`src/hdl/ctm_pkg.sv`:
```
// ----------------------------------------------------------------------------
// ctm_pkg
// shared types, constants and direction tables of the contour tracer
// ----------------------------------------------------------------------------
`default_nettype none

package ctm_pkg;

  localparam int MAX_WIDTH  = 64;
  localparam int MAX_HEIGHT = 64;
  localparam int COORD_W    = $clog2(MAX_WIDTH);
  localparam int ADDR_W     = $clog2(MAX_WIDTH * MAX_HEIGHT);
  localparam int DIM_W      = 7;
  localparam int GRAY_W     = 8;
  localparam int DIR_W      = 3;
  localparam int CFG_IDX_W  = 1;

  localparam logic [1:0] CMD_WRITE = 2'd0;
  localparam logic [1:0] CMD_RUN   = 2'd1;
  localparam logic [1:0] CMD_READ  = 2'd2;

  localparam logic [CFG_IDX_W-1:0] CFG_WIDTH  = 1'b0;
  localparam logic [CFG_IDX_W-1:0] CFG_HEIGHT = 1'b1;

  localparam logic [GRAY_W-1:0] GRAY_WHITE = 8'd255;
  localparam logic [GRAY_W-1:0] GRAY_BLACK = 8'd0;
  localparam logic [DIR_W-1:0]  DIR_FIRST  = 3'd7;
  localparam logic [DIR_W-1:0]  DIR_LAST_K = 3'd7;

  typedef struct packed {
    logic [1:0]         cmd;
    logic [5:0]         col;
    logic [5:0]         row;
    logic [GRAY_W-1:0]  gray_in;
  } in_item_t;

  typedef struct packed {
    logic               marked;
    logic [GRAY_W-1:0]  gray_out;
  } out_item_t;

  typedef enum logic [3:0] {
    ST_INIT_CLR,
    ST_IDLE,
    ST_READ,
    ST_RUN_CLR,
    ST_SCAN_LEFT,
    ST_SCAN_CUR,
    ST_SCAN_CHK,
    ST_SCAN_ADV,
    ST_T_MARK,
    ST_T_PROBE,
    ST_T_EVAL,
    ST_DONE
  } state_t;

  typedef struct packed {
    logic in_fire;
    logic load_zero;
    logic load_read;
    logic clr_step;
    logic scan_init;
    logic rd_left;
    logic rd_cur;
    logic scan_next;
    logic trace_init;
    logic mark_cur;
    logic probe;
    logic k_next;
    logic move;
  } ctl_t;

  typedef struct packed {
    logic out_valid;
    logic clr_last;
    logic scan_empty;
    logic scan_last;
    logic hit;
    logic nb_inside;
    logic nb_free;
    logic k_last;
    logic at_start;
  } sts_t;

  function automatic logic signed [1:0] step_dx(input logic [DIR_W-1:0] d);
    logic signed [1:0] r;
    unique case (d)
      3'd0, 3'd1, 3'd7: r = -2'sd1;
      3'd2, 3'd6:       r = 2'sd0;
      default:          r = 2'sd1;
    endcase
    return r;
  endfunction

  function automatic logic signed [1:0] step_dy(input logic [DIR_W-1:0] d);
    logic signed [1:0] r;
    unique case (d)
      3'd0, 3'd4:       r = 2'sd0;
      3'd1, 3'd2, 3'd3: r = -2'sd1;
      default:          r = 2'sd1;
    endcase
    return r;
  endfunction

  function automatic logic [DIR_W-1:0] next_start(input logic [DIR_W-1:0] d);
    logic [DIR_W-1:0] r;
    unique case (d)
      3'd0, 3'd7: r = 3'd1;
      3'd1, 3'd2: r = 3'd3;
      3'd3, 3'd4: r = 3'd5;
      default:    r = 3'd7;
    endcase
    return r;
  endfunction

endpackage

`default_nettype wire

```
`src/hdl/ctm_ctrl.sv`:
```
// ----------------------------------------------------------------------------
// ctm_ctrl
// sequencer for item handling, mark clearing, frame scan and border trace
// ----------------------------------------------------------------------------
`default_nettype none

module ctm_ctrl (
  input  wire logic          clk,
  input  wire logic          rst,
  input  wire logic          in_valid,
  input  wire logic [1:0]    in_cmd,
  input  wire logic          out_ready,
  input  ctm_pkg::sts_t      sts,
  output logic               in_ready,
  output ctm_pkg::ctl_t      ctl
);

  ctm_pkg::state_t state, state_next;

  always_ff @(posedge clk) begin
    if (rst) begin
      state <= ctm_pkg::ST_INIT_CLR;
    end else begin
      state <= state_next;
    end
  end

  always_comb begin
    state_next = state;
    ctl        = '0;
    in_ready   = 1'b0;
    unique case (state)
      ctm_pkg::ST_INIT_CLR: begin
        ctl.clr_step = 1'b1;
        if (sts.clr_last) begin
          state_next = ctm_pkg::ST_IDLE;
        end
      end
      ctm_pkg::ST_IDLE: begin
        in_ready = !sts.out_valid || out_ready;
        if (in_valid && in_ready) begin
          ctl.in_fire = 1'b1;
          if (in_cmd == ctm_pkg::CMD_READ) begin
            state_next = ctm_pkg::ST_READ;
          end else if (in_cmd == ctm_pkg::CMD_RUN) begin
            state_next = ctm_pkg::ST_RUN_CLR;
          end else begin
            ctl.load_zero = 1'b1;
          end
        end
      end
      ctm_pkg::ST_READ: begin
        ctl.load_read = 1'b1;
        state_next    = ctm_pkg::ST_IDLE;
      end
      ctm_pkg::ST_RUN_CLR: begin
        ctl.clr_step = 1'b1;
        if (sts.clr_last) begin
          if (sts.scan_empty) begin
            state_next = ctm_pkg::ST_DONE;
          end else begin
            ctl.scan_init = 1'b1;
            state_next    = ctm_pkg::ST_SCAN_LEFT;
          end
        end
      end
      ctm_pkg::ST_SCAN_LEFT: begin
        ctl.rd_left = 1'b1;
        state_next  = ctm_pkg::ST_SCAN_CUR;
      end
      ctm_pkg::ST_SCAN_CUR: begin
        ctl.rd_cur = 1'b1;
        state_next = ctm_pkg::ST_SCAN_CHK;
      end
      ctm_pkg::ST_SCAN_CHK: begin
        if (sts.hit) begin
          ctl.trace_init = 1'b1;
          state_next     = ctm_pkg::ST_T_MARK;
        end else begin
          ctl.scan_next = 1'b1;
          state_next    = sts.scan_last ? ctm_pkg::ST_DONE : ctm_pkg::ST_SCAN_LEFT;
        end
      end
      ctm_pkg::ST_SCAN_ADV: begin
        ctl.scan_next = 1'b1;
        state_next    = sts.scan_last ? ctm_pkg::ST_DONE : ctm_pkg::ST_SCAN_LEFT;
      end
      ctm_pkg::ST_T_MARK: begin
        ctl.mark_cur = 1'b1;
        state_next   = ctm_pkg::ST_T_PROBE;
      end
      ctm_pkg::ST_T_PROBE: begin
        if (sts.nb_inside) begin
          ctl.probe  = 1'b1;
          state_next = ctm_pkg::ST_T_EVAL;
        end else if (sts.k_last) begin
          state_next = ctm_pkg::ST_SCAN_ADV;
        end else begin
          ctl.k_next = 1'b1;
        end
      end
      ctm_pkg::ST_T_EVAL: begin
        if (sts.nb_free) begin
          ctl.move   = 1'b1;
          state_next = sts.at_start ? ctm_pkg::ST_SCAN_ADV : ctm_pkg::ST_T_MARK;
        end else if (sts.k_last) begin
          state_next = ctm_pkg::ST_SCAN_ADV;
        end else begin
          ctl.k_next = 1'b1;
          state_next = ctm_pkg::ST_T_PROBE;
        end
      end
      ctm_pkg::ST_DONE: begin
        ctl.load_zero = 1'b1;
        state_next    = ctm_pkg::ST_IDLE;
      end
      default: begin
        state_next = ctm_pkg::ST_IDLE;
      end
    endcase
  end

endmodule

`default_nettype wire

```
`config.mk`:
```
export PLATFORM = sky130hd
export DESIGN_NAME = ctm_ctrl
export DESIGN_NICKNAME = d
export VERILOG_FILES = /design/src/hdl/ctm_pkg.sv /design/src/hdl/ctm_ctrl.sv
export SDC_FILE = /design/constraint.sdc
export NUM_CORES = 1
export LEC_CHECK = 0
export BUFFER_PORTS_ARGS = -buffer_cell sky130_fd_sc_hd__clkbuf_2
export CORE_AREA = 2 2 44 46
export CTS_BUF_LIST = sky130_fd_sc_hd__clkbuf_2
export CTS_CLUSTER_SIZE = 40
export DETAILED_ROUTE_END_ITERATION = 7
export DIE_AREA = 0 0 46 48
export PLACE_DENSITY = 0.85
export SYNTH_ARGS = -nofsm -noshare
export SYNTH_HDL_FRONTEND = slang
export SYNTH_SLANG_ARGS = --single-unit
```
`constraint.sdc`:
```
create_clock -name clk -period 1.8 [get_ports clk]
set_clock_uncertainty 0.2 [all_clocks]
set_input_delay 0.27 -clock clk [delete_from_list [all_inputs] [get_ports clk]]
set_output_delay 0.27 -clock clk [all_outputs]
set_load 0.02 [all_outputs]
```
# [Word-level counts from Yosys, hierarchy flattened]
# Index checks and enable logic that the tools add are counted.
[totals] reg_bits=4 in_bits=15 out_inout_bits=14 elab_cells=65
[classes] n_eq_ne=18 mux=40 n_reduce_logical=6
[ops] operator="$mux 4" count=13
[ops] operator="$pmux 4 s10" count=1
[ops] operator="$mux 1" count=22
[ops] operator="$eq 4x3->1 const B" count=4
[ops] operator="$eq 4x4->1 const B" count=4
[ops] operator="$eq 4x2->1 const B" count=2
[ops] operator="$ne 2x2->1 const B" count=3
[ops] operator="$ne 3x3->1 const B" count=2
[ops] operator="$pmux 1 s2" count=3
[ops] operator="$reduce_and 5->1" count=1
[ops] operator="$eq 4x1->1 const B" count=1
[ops] operator="$logic_not 4->1" count=1
[ops] operator="$eq 2x1->1 const B" count=1
[ops] operator="$eq 2x2->1 const B" count=1
[ops] operator="$mux 2" count=1
[ops] operator="$reduce_or 2->1" count=1
[ops] operator="$logic_and 1x1->1" count=1
[ops] operator="$logic_not 1->1" count=1
[ops] operator="$logic_or 1x1->1" count=1

# [Depth between registers and ports, before layout]
# Gate-level depths: netlist of the first run.
[logic_depth] word_depth=5 ltp_mapped=7 mapped_depth_nobuf=7

# [Least setup slack after synthesis of the first run]
# Ideal clock, no wire load.
[synth_timing] path_type="register to output" startpoint="register state[2]" endpoint="output port ctl[1] in the netlist's numbering" arrival_ps=1468 required_time_ps=1330 path_slack_ps=-138 path_stages_with_launch=5 n_path_buf=2 path_cell_list="dfxtp_1 -> clkbuf_8 -> clkbuf_8 -> nand2b_1 -> o41ai_1"
[synth_lines] element="start, declared" line="ctm_ctrl.sv:18" source="ctm_pkg::state_t state, state_next;"
[synth_lines] element="start signal, assigned" line="ctm_ctrl.sv:22" source="state <= ctm_pkg::ST_INIT_CLR;"
[synth_lines] element="start signal, assigned" line="ctm_ctrl.sv:24" source="state <= state_next;"
[synth_lines] element="end, declared" line="ctm_ctrl.sv:15" source="output ctm_pkg::ctl_t ctl"

# [Final worst setup path of the first run]
[layout_timing] startpoint="register state[3]" endpoint="register state[0]"
[layout_via] elab_chain_len=3 word_cells_on_any_way=17 cone_classes="14 x eq/ne; 1 x mux; 2 x reduce/logical"
[layout_rtl] element="$eq 4x1->1, or another cell as far along" line="ctm_ctrl.sv:32" source="unique case (state)"
[layout_rtl] element="$ne 3x3->1 (no line) / $ne 2x2->1 (equally long branches)"
[layout_rtl] element="$reduce_and 5->1 (no line)"
# Parallel ways exist; a longest one is shown, timed or not.
# A chain may end at the register's enable or synchronous reset.

==> flow_summary.yaml, run 1 <==
run_status:
  status: "finished with violations"
  violations: "setup timing"
setup_path:
  cp_common_cell: "buf_4"
  crit_fanout: 5
  worst_r2r_path_depth: 6
  worst-r2r-setup-slack_ns: -0.01
  crit_chain: "buf_6 -> buf_4 -> buf_4 -> a32oi_1 -> o211ai_2 -> o311a_1"
  cp-end-kind: "flip-flop"
  crit_slowest_cell: "dfxtp_4"
  r2r_start: "state[3]"
  path_delay_family: "compound AO/OA/AOI/OAI gates"
  max_stage_delay_ns: 0.36
  crit_type: "flip-flop to flip-flop"
  path_buf_inv: 3
  r2r-end: "state[0]"
  start_kind: "flip-flop"
  worstPathArrival_ns: 1.70
  required_ns: 1.69
grt:
  grt_pass1_vias: 798
  antenna_found_initial: 0
  grt.total_usage_pct: 23.24
  grt_max_degree: 11
  grt_first_pass_wirelength_mm: 3.705
  overflow: 0
die:
  die-height_um: 48
  core-area_um2: 1689
  dieArea_um2: 2208
  rows: 15
  initial_core_util_pct: 42.07
  num_io_pins: 29
  fp.dieW_um: 46
route:
  vias: 987
  ant_nets: 0
  drt_iter0_markers: 63
  wl_per_cell_um: 17.51
  drc: 0
  postRouteWirelength_mm: 2.802
  post_drt_via_cell_ratio: 6.169
  first_pass_iters: 4
sta:
  slew_headroom_pct: 74.89
  tightest_slew_ns: 0.3662
  slew_violations: 0
  final-hold-violation-count: 0
  post-route-period-util_pct: 100.5
  rsz0062_at_grt: "yes"
  fmax_ghz: 0.5525
  fin_crit_ns: 1.810
  setup_ws_ns: -0.009851
  setup_viol: 2
logic_synthesis:
  synth_warnings: 0
  ys_seq_area_share_pct: 11.27
  ys_ff_latch: 4
  synth_fp_nets: 108
  synth_top_area_share_pct: 11.62
  yosys-top-cells-area: "clkbuf_8, dfxtp_1, nor3_1"
  ys_types: 40
  synth.avg_cell_area_um2: 7.725
  yosysTopAreaCell: "clkbuf_8"
  synthCells: 92
  netlist_area_um2: 710.7
finish:
  final_common_cell: "buf_4"
  instances_no_fill: 160
  largest_register_ffs: 4
  nNetsFinal: 161
  top_register: "state"
  area_delta_synth_final_pct: 59.33
  insertedDiodeCount: 0
  final_cell_area_um2: 1132
  reg_top3: "state: 4 flops"
  final.fill_count: 148
  mostFrequentLayoutCells: "buf_4, clkbuf_2, a21oi_1"
  drive_gt1_share_pct: 62.94
power:
  leakage_nw: 0.5378
  ir_drop_uv: 189.7
  power_w: 0.0003635
  power_per_cell_area_nw_per_um2: 321.0
clocking:
  cts_max_path_buffers: 2
  clockRootBuffer: "clkbuf_2"
  htreeDepth: 1
  clock_latency_ns: 0.21
  clkTransAtPathRegs_ns: 0.06
  ctsHoldBuffers: 0
  cts_tree: "yes"
  cts.sinks: 4
  numCtsBuffers: 3
placed_design:
  place_area_um2: 895.9
  io_buffers: 28
  dp_hpwl_mm: 1.583
  placed_cells: 143
  gp_congestion: 0.8892
flow_run:
  drv_cap: 0
hold_path:
  min_to: "state[3]"
  holdPathStages: 2
  min_from: "rst"
  hold_path.class: "primary input to flip-flop"
final cells by class:
cell class	instances	area [um^2]	share of cell area (%)
timing repair buffer	56	384.1	33.92
sequential	4	92.59	8.177
inverter	6	22.52	1.989
tap	17	21.27	1.878
multi-input combinational	74	596.8	52.71
clock buffer	3	15.01	1.326
power by group:
group          switching [W]  total (W)  internal, W  leakage (nW)
registers         0.00000400  0.0000923    0.0000883        0.0352
logic              0.0000942   0.000183    0.0000892         0.490
clock network      0.0000428  0.0000878    0.0000450        0.0125
total               0.000141   0.000363     0.000222         0.538
how the worst max path moves through the flow:
stage                         start        to  slack (ns)  depth (start not counted)
final                      state[3]  state[0]       -0.01                          6
after CTS                  state[0]    ctl[4]      -0.002                          5
after detailed placement  in_cmd[0]  state[0]       -0.12                          8
after global routing       state[0]  state[3]       -0.08                          8
after floorplan           in_cmd[0]  state[0]        0.03                          7
after global placement    in_cmd[0]  state[0]       -0.08                          8
timing repair:
action	CTS	global route
setup buffers	8	4
cloned	1	1
pin swaps	3	8
setup endpoints to repair	12	15
gates resized for setup	23	20
routing by layer:
layer / track usage [%] / vias to the layer above / share of wire, %
li1: - / 452 / -
met1: 29.05 / 460 / 38
met2: 41.11 / 65 / 51
met3: 3.774 / 10 / 8.4
met4: 6.286 / 0 / 2.4
met5: 0 / - / 0
kinds of logic after synthesis:
logic type	synth area share [%]
and+or+nand+nor	38.20
AOI/OAI and AO/OA	27.47
buffers and inverters	17.08
DFF	11.27
muxes	2.993
xor gates and xnor gates	1.233
adders and majority gates	1.760
cells in the mapped netlist:
library cell,instances
mux2i_1,1
or2b_4,1
nand2_4,1
nand2b_1,3
buf_6,1
o32ai_1,1
inv_1,6
dfxtp_1,4
nor3b_1,3
mux2_2,1
buf_2,1
a311oi_2,2
ha_1,1
nand4_1,1
o211ai_2,1
a31o_2,1
nand3_1,3
or2b_1,1
o41ai_1,1
or3_2,1
and4_1,2
and4bb_2,1
and3_1,2
nor3_1,7
nand3b_1,2
o311a_1,1
a31oi_1,1
nor4bb_1,1
o31ai_1,2
nand2_1,4
xor2_1,1
nor2_1,6
a32oi_1,1
o31a_1,1
and2_1,1
a21oi_1,6
clkbuf_8,6
a221oi_1,2
o21ai_0,6
nor2b_1,4
stage by stage:
step	setup WS, ns	hold slack [ns]	utilization [%]	TNS, ns
6_report	-0.009851	0.1041	67.04	-0.01488
5_1_grt	-0.08002	0.1036	67.04	-0.4168
4_1_cts	-0.002395	0.08433	62.37	-0.002395
3_5_place_dp	-0.1197	0.3146	53.04	-0.1348
3_3_place_gp	-0.07951	0.3134	53.04	-0.07951
2_1_floorplan	0.02550	0.1487	-	0
Power figures use the tool's default switching activity.
==> run 2, diff against run 1 <==
Settings changed: CELL_PAD_IN_SITES_DETAIL_PLACEMENT set to 0, CELL_PAD_IN_SITES_GLOBAL_PLACEMENT set to 1, CORE_AREA 2 2 44 46 to 2 2 51 53, DIE_AREA 0 0 46 48 to 0 0 53 55, PLACE_DENSITY 0.85 to 0.87, SLEW_MARGIN set to 20.
Clock period 1.8 ns to 1.6 ns, I/O delays scaled along.
==> run 2 against run 1 <==
The run still ends with setup timing left. Worst setup slack lost 0.12 ns. Sequential share of layout area shrank 1.9 points. Non-clock buffer count grew 15. Total power grew 25%. First-iteration DRC count shrank 68%. Routed wire length grew 3.6%. Utilization shrank 5.1 points. Largest power group unchanged.
==> flow_summary.yaml, run 2 (same netlist as run 1, synthesis figures left out) <==
setup_path:
  start_kind: "flip-flop"
  r2r_start: "state[0]"
  worstPathArrival_ns: 1.29
  required_ns: 1.16
  worst_r2r_path_depth: 5
  r2r-end: "state[0]"
  crit_type: "flip-flop to primary output"
  cp-end-kind: "primary output"
  worst-r2r-setup-slack_ns: -0.11
  crit_fanout: 8
power:
  power_per_cell_area_nw_per_um2: 310.5
  switching_share_pct: 36.33
  pwr-share-clk_pct: 19.2
  ir_drop_uv: 299.0
  p_comb_share_pct: 58.3
  power_w: 0.0004550
  power.net_switching_w: 0.0001653
  intPower_w: 0.0002897
  leakage_nw: 0.6645
  seqPwrFrac_pct: 22.5
die:
  initial_core_util_pct: 30.05
  dieArea_um2: 2915
  num_io_pins: 29
  fp.dieW_um: 53
  core-area_um2: 2365
  rows: 18
  die-height_um: 55
hold_path:
  hold_path.class: "primary input to flip-flop"
  min_from: "rst"
  holdPathStages: 2
  min_to: "state[3]"
clocking:
  ctsHoldBuffers: 0
  cts_tree: "yes"
  cts_max_path_buffers: 2
  clkTransAtPathRegs_ns: 0.04
  htreeDepth: 1
  numCtsBuffers: 3
  clockRootBuffer: "clkbuf_2"
  cts.sinks: 4
  clock_latency_ns: 0.20
grt:
  grt.total_usage_pct: 21.21
  antenna_found_initial: 0
  grt_max_degree: 12
  grt_first_pass_wirelength_mm: 4.526
  overflow: 0
  grt_pass1_vias: 1023
run_status:
  violations: "setup timing"
  status: "finished with violations"
finish:
  final_common_cell: "buf_4"
  top_register: "state"
  final_cell_area_um2: 1465
  largest_register_ffs: 4
  mostFrequentLayoutCells: "buf_4, clkbuf_2, buf_6"
  insertedDiodeCount: 0
  instances_no_fill: 188
  nNetsFinal: 176
  drive_gt1_share_pct: 73.42
  area_delta_synth_final_pct: 106.2
  reg_top3: "state: 4 flops"
sta:
  slew_violations: 0
  fmax_ghz: 0.5783
  finalSetupTns_ns: -1.430
  slew_headroom_pct: 78.53
  whs_ns: 0.1007
  post-route-period-util_pct: 108.1
  setup_viol: 17
  final-hold-violation-count: 0
  fin_crit_ns: 1.729
  setup_ws_ns: -0.1292
  tightest_slew_ns: 0.3131
  rsz0062_at_grt: "yes"
route:
  wl_per_cell_um: 15.44
  vias: 1003
  first_pass_iters: 4
  drc: 0
  ant_nets: 0
  post_drt_via_cell_ratio: 5.335
  postRouteWirelength_mm: 2.903
  drt_iter0_markers: 20
flow_run:
  drv_cap: 0
placed_design:
  io_buffers: 28
  place_area_um2: 1022
  placed_cells: 166
  gp_congestion: 0.8527
  dp_hpwl_mm: 1.814
==> run 2: changes by cell type in the layout (fill, tap and decap cells not counted), sizes merged <==
cell and change:
buf +18, clkbuf -3
==> run 2: how the worst max path moves through the flow <==
| stage | start | endpoint | slack [ns] |
|---|---|---|---|
| after CTS | state[1] | ctl[11] | -0.16 |
| after global routing | state[1] | ctl[11] | -0.23 |
| final | state[0] | ctl[8] | -0.13 |
| after global placement | in_cmd[0] | ctl[11] | -0.11 |
| after floorplan | state[2] | ctl[10] | -0.06 |
| after detailed placement | in_cmd[0] | ctl[11] | -0.16 |
==> run 2: metal layers <==
layer | track usage, % | vias up | wire length [um]
li1 | - | 479 | -
met1 | 23.71 | 480 | 1127
met4 | 5.556 | 0 | 23
met3 | 4.032 | 2 | 166
met5 | 0 | - | 0
met2 | 41.04 | 42 | 1585
==> run 2: worst max-delay path, cell delays in order, from the launching register on <==
cell and delay, ns:
dfxtp_2 0.32, buf_6 0.14, nor2b_4 0.19, nand2_2 0.09
nor3b_4 0.18, clkbuf_8 0.17
==> run 2: power groups by stage <==
stage	Sequential [W]	Clock, W	Combinational [W]
floorplan	0.000107	0	0.000114
global placement	0.000108	0	0.000191
detailed placement	0.000108	0	0.000195
CTS	0.000102	0.0000930	0.000252
global route	0.000103	0.000102	0.000283
finish	0.000102	0.0000873	0.000265
==> run 2: layout make-up <==
class / count / area [um^2]
repair buffers: 71 / 604.3
multi-input cells: 74 / 693.2
inverters: 6 / 22.52
clock buffers: 3 / 15.01
flip-flops and latches: 4 / 92.59
well taps: 30 / 37.54
fillers: 216 / 899.6
==> run 2: stage by stage <==
stage / worst slack, ns / util, %
2_1_floorplan: -0.05736 / -
3_5_place_dp: -0.1619 / 43.23
4_1_cts: -0.1584 / 58.73
5_1_grt: -0.2344 / 61.96
3_3_place_gp: -0.1149 / 43.23
6_report: -0.1292 / 61.96
==> run 2: repair_timing <==
| item | CTS | global route |
|---|---|---|
| gates cloned | 0 | 0 |
| endpoints found under the setup margin | 18 | 18 |
| buffers inserted | 16 | 3 |
| pin swaps | 13 | 6 |
| resized for setup | 63 | 21 |
==> run 3, diff against run 2 <==
Settings changed: ABC_CLOCK_PERIOD_IN_PS set to 1600, PLACE_DENSITY 0.87 to unset, PLACE_DENSITY_LB_ADDON set to 0.2.
==> run 3 against run 2 <==
The flow still finishes with violations (setup timing). Register-to-register slack got worse by 0.06 ns. Critical endpoint is now ctl[4]. Cell count increased by 3.7%. Clock-buffer cell count is the same. Clock power increased by 13%. Hold slack worse by 0.019 ns. First-iteration DRC count down 70%. Non-clock buffer count up 7. Maximum frequency shrank 2.9%. Global-route usage decreased by 0.44 points. Worst setup slack lost 0.051 ns.
==> flow_summary.yaml, run 3 (same netlist as run 1, synthesis figures left out) <==
flow_run:
  drv_cap: 0
sta:
  setup_ws_ns: -0.1807
  slew_violations: 0
  setup_viol: 18
  slew_headroom_pct: 81.05
  tightest_slew_ns: 0.2763
  rsz0062_at_grt: "yes"
  finalSetupTns_ns: -2.026
  fin_crit_ns: 1.781
  final-hold-violation-count: 0
  post-route-period-util_pct: 111.3
  fmax_ghz: 0.5616
run_status:
  status: "finished with violations"
  violations: "setup timing"
clocking:
  cts_max_path_buffers: 2
  clockRootBuffer: "clkbuf_2"
  numCtsBuffers: 3
  cts.sinks: 4
  htreeDepth: 1
  clkTransAtPathRegs_ns: 0.06
  clock_latency_ns: 0.22
  cts_tree: "yes"
route:
  vias: 994
  drc: 0
  postRouteWirelength_mm: 2.784
  first_pass_iters: 4
  wl_per_cell_um: 14.28
  post_drt_via_cell_ratio: 5.097
  drt_iter0_markers: 6
  ant_nets: 0
placed_design:
  gp_congestion: 0.8108
  place_ws_ns: -0.1972
  io_buffers: 28
  dp_hpwl_mm: 1.776
  placed_cells: 171
finish:
  drive_gt1_share_pct: 76.36
  nNetsFinal: 183
  area_delta_synth_final_pct: 118.3
  multiInputGateArea_um2: 693.2
  largest_register_ffs: 4
  register_area_um2: 92.59
  top_register: "state"
  final.fill_count: 201
  instances_no_fill: 195
  mostFrequentLayoutCells: "buf_4, buf_6, clkbuf_2"
  insertedDiodeCount: 0
  reg_top3: "state: 4 flops"
  final_common_cell: "buf_4"
setup_path:
  path_buf_inv: 3
  worst_r2r_path_depth: 5
  crit_fanout: 7
  worstPathArrival_ns: 1.34
  max_stage_delay_ns: 0.35
  crit_chain: "buf_12 -> and4bb_2 -> buf_6 -> and2_4 -> buf_8"
  start_kind: "flip-flop"
  path_delay_family: "simple AND/OR/NAND/NOR gates"
  cp-end-kind: "primary output"
  crit_slowest_cell: "dfxtp_4"
  crit_type: "flip-flop to primary output"
  required_ns: 1.16
  worst-path-stages: 5
die:
  initial_core_util_pct: 30.05
  rows: 18
  fp.dieW_um: 53
  num_io_pins: 29
  core-area_um2: 2365
  die-height_um: 55
  dieArea_um2: 2915
grt:
  overflow: 0
  grt_first_pass_wirelength_mm: 4.416
  grt.total_usage_pct: 20.76
  grt_pass1_vias: 1023
  grt_max_degree: 8
  antenna_found_initial: 0
power:
  power_per_cell_area_nw_per_um2: 314.4
  ir_drop_uv: 242.4
  leakage_nw: 0.6972
  power_w: 0.0004878
hold_path:
  holdPathStages: 2
  hold_path.class: "primary input to flip-flop"
==> run 3: cell types whose count changed in the layout (fill, tap and decap cells not counted), sizes merged <==
cell,previous run,this run
buf,53,61
clkbuf,21,19
bufbuf,0,1
==> run 3: worst paths after layout <==
kind              startpoint  endpoint  slack (ns)
hold / removal        sts[7]  state[1]        0.08
setup reg to reg    state[0]  state[0]       -0.17
hold reg to reg     state[3]  state[1]        0.54
setup / recovery    state[3]    ctl[4]       -0.18
==> run 3: layout make-up <==
type	count	share of cell area [%]
clock buffers	3	0.9677
well taps	30	2.419
flip-flops and latches	4	5.968
inverters	6	1.613
repair buffers	78	44.35
multi-input cells	74	44.68
==> run 3: report_power, final <==
group	leakage (nW)	switching (W)	internal (W)
Clock	0.0125	0.0000479	0.0000506
Sequential	0.0352	0.00000564	0.0000994
Combinational	0.650	0.000126	0.000159
Total	0.697	0.000179	0.000309
==> run 3: worst reg2reg max path, stage by stage (launching register included) <==
cell	delay, ns
dfxtp_2	0.35
or2b_4	0.30
buf_4	0.15
or3_2	0.41
a21oi_2	0.12
o311a_1	0.17
==> run 3: layer usage <==
layer | GRT usage, % | up-vias | wire, um
met3 | 2.419 | 9 | 126
met2 | 39.79 | 32 | 1448
met4 | 7.692 | 0 | 77
met1 | 23.59 | 459 | 1132
li1 | - | 494 | -
met5 | 0 | - | 0
==> run 3: per-stage QoR <==
stage          hold WS, ns  utilization, %  cell area [um^2]
6_report           0.08219           65.61              1551
4_1_cts            0.07828           61.48              1454
5_1_grt            0.07275           65.61              1551
3_5_place_dp        0.2986           45.34              1072
3_3_place_gp        0.3095           45.34              1072
2_1_floorplan       0.1112               -             769.5
==> run 3: timing repair <==
item	4_1_cts	5_1_grt
resized for setup	53	37
pin swaps	14	9
hold buffers	0	0
setup endpoints to repair	18	18
cloned	2	0
buffers inserted	17	2
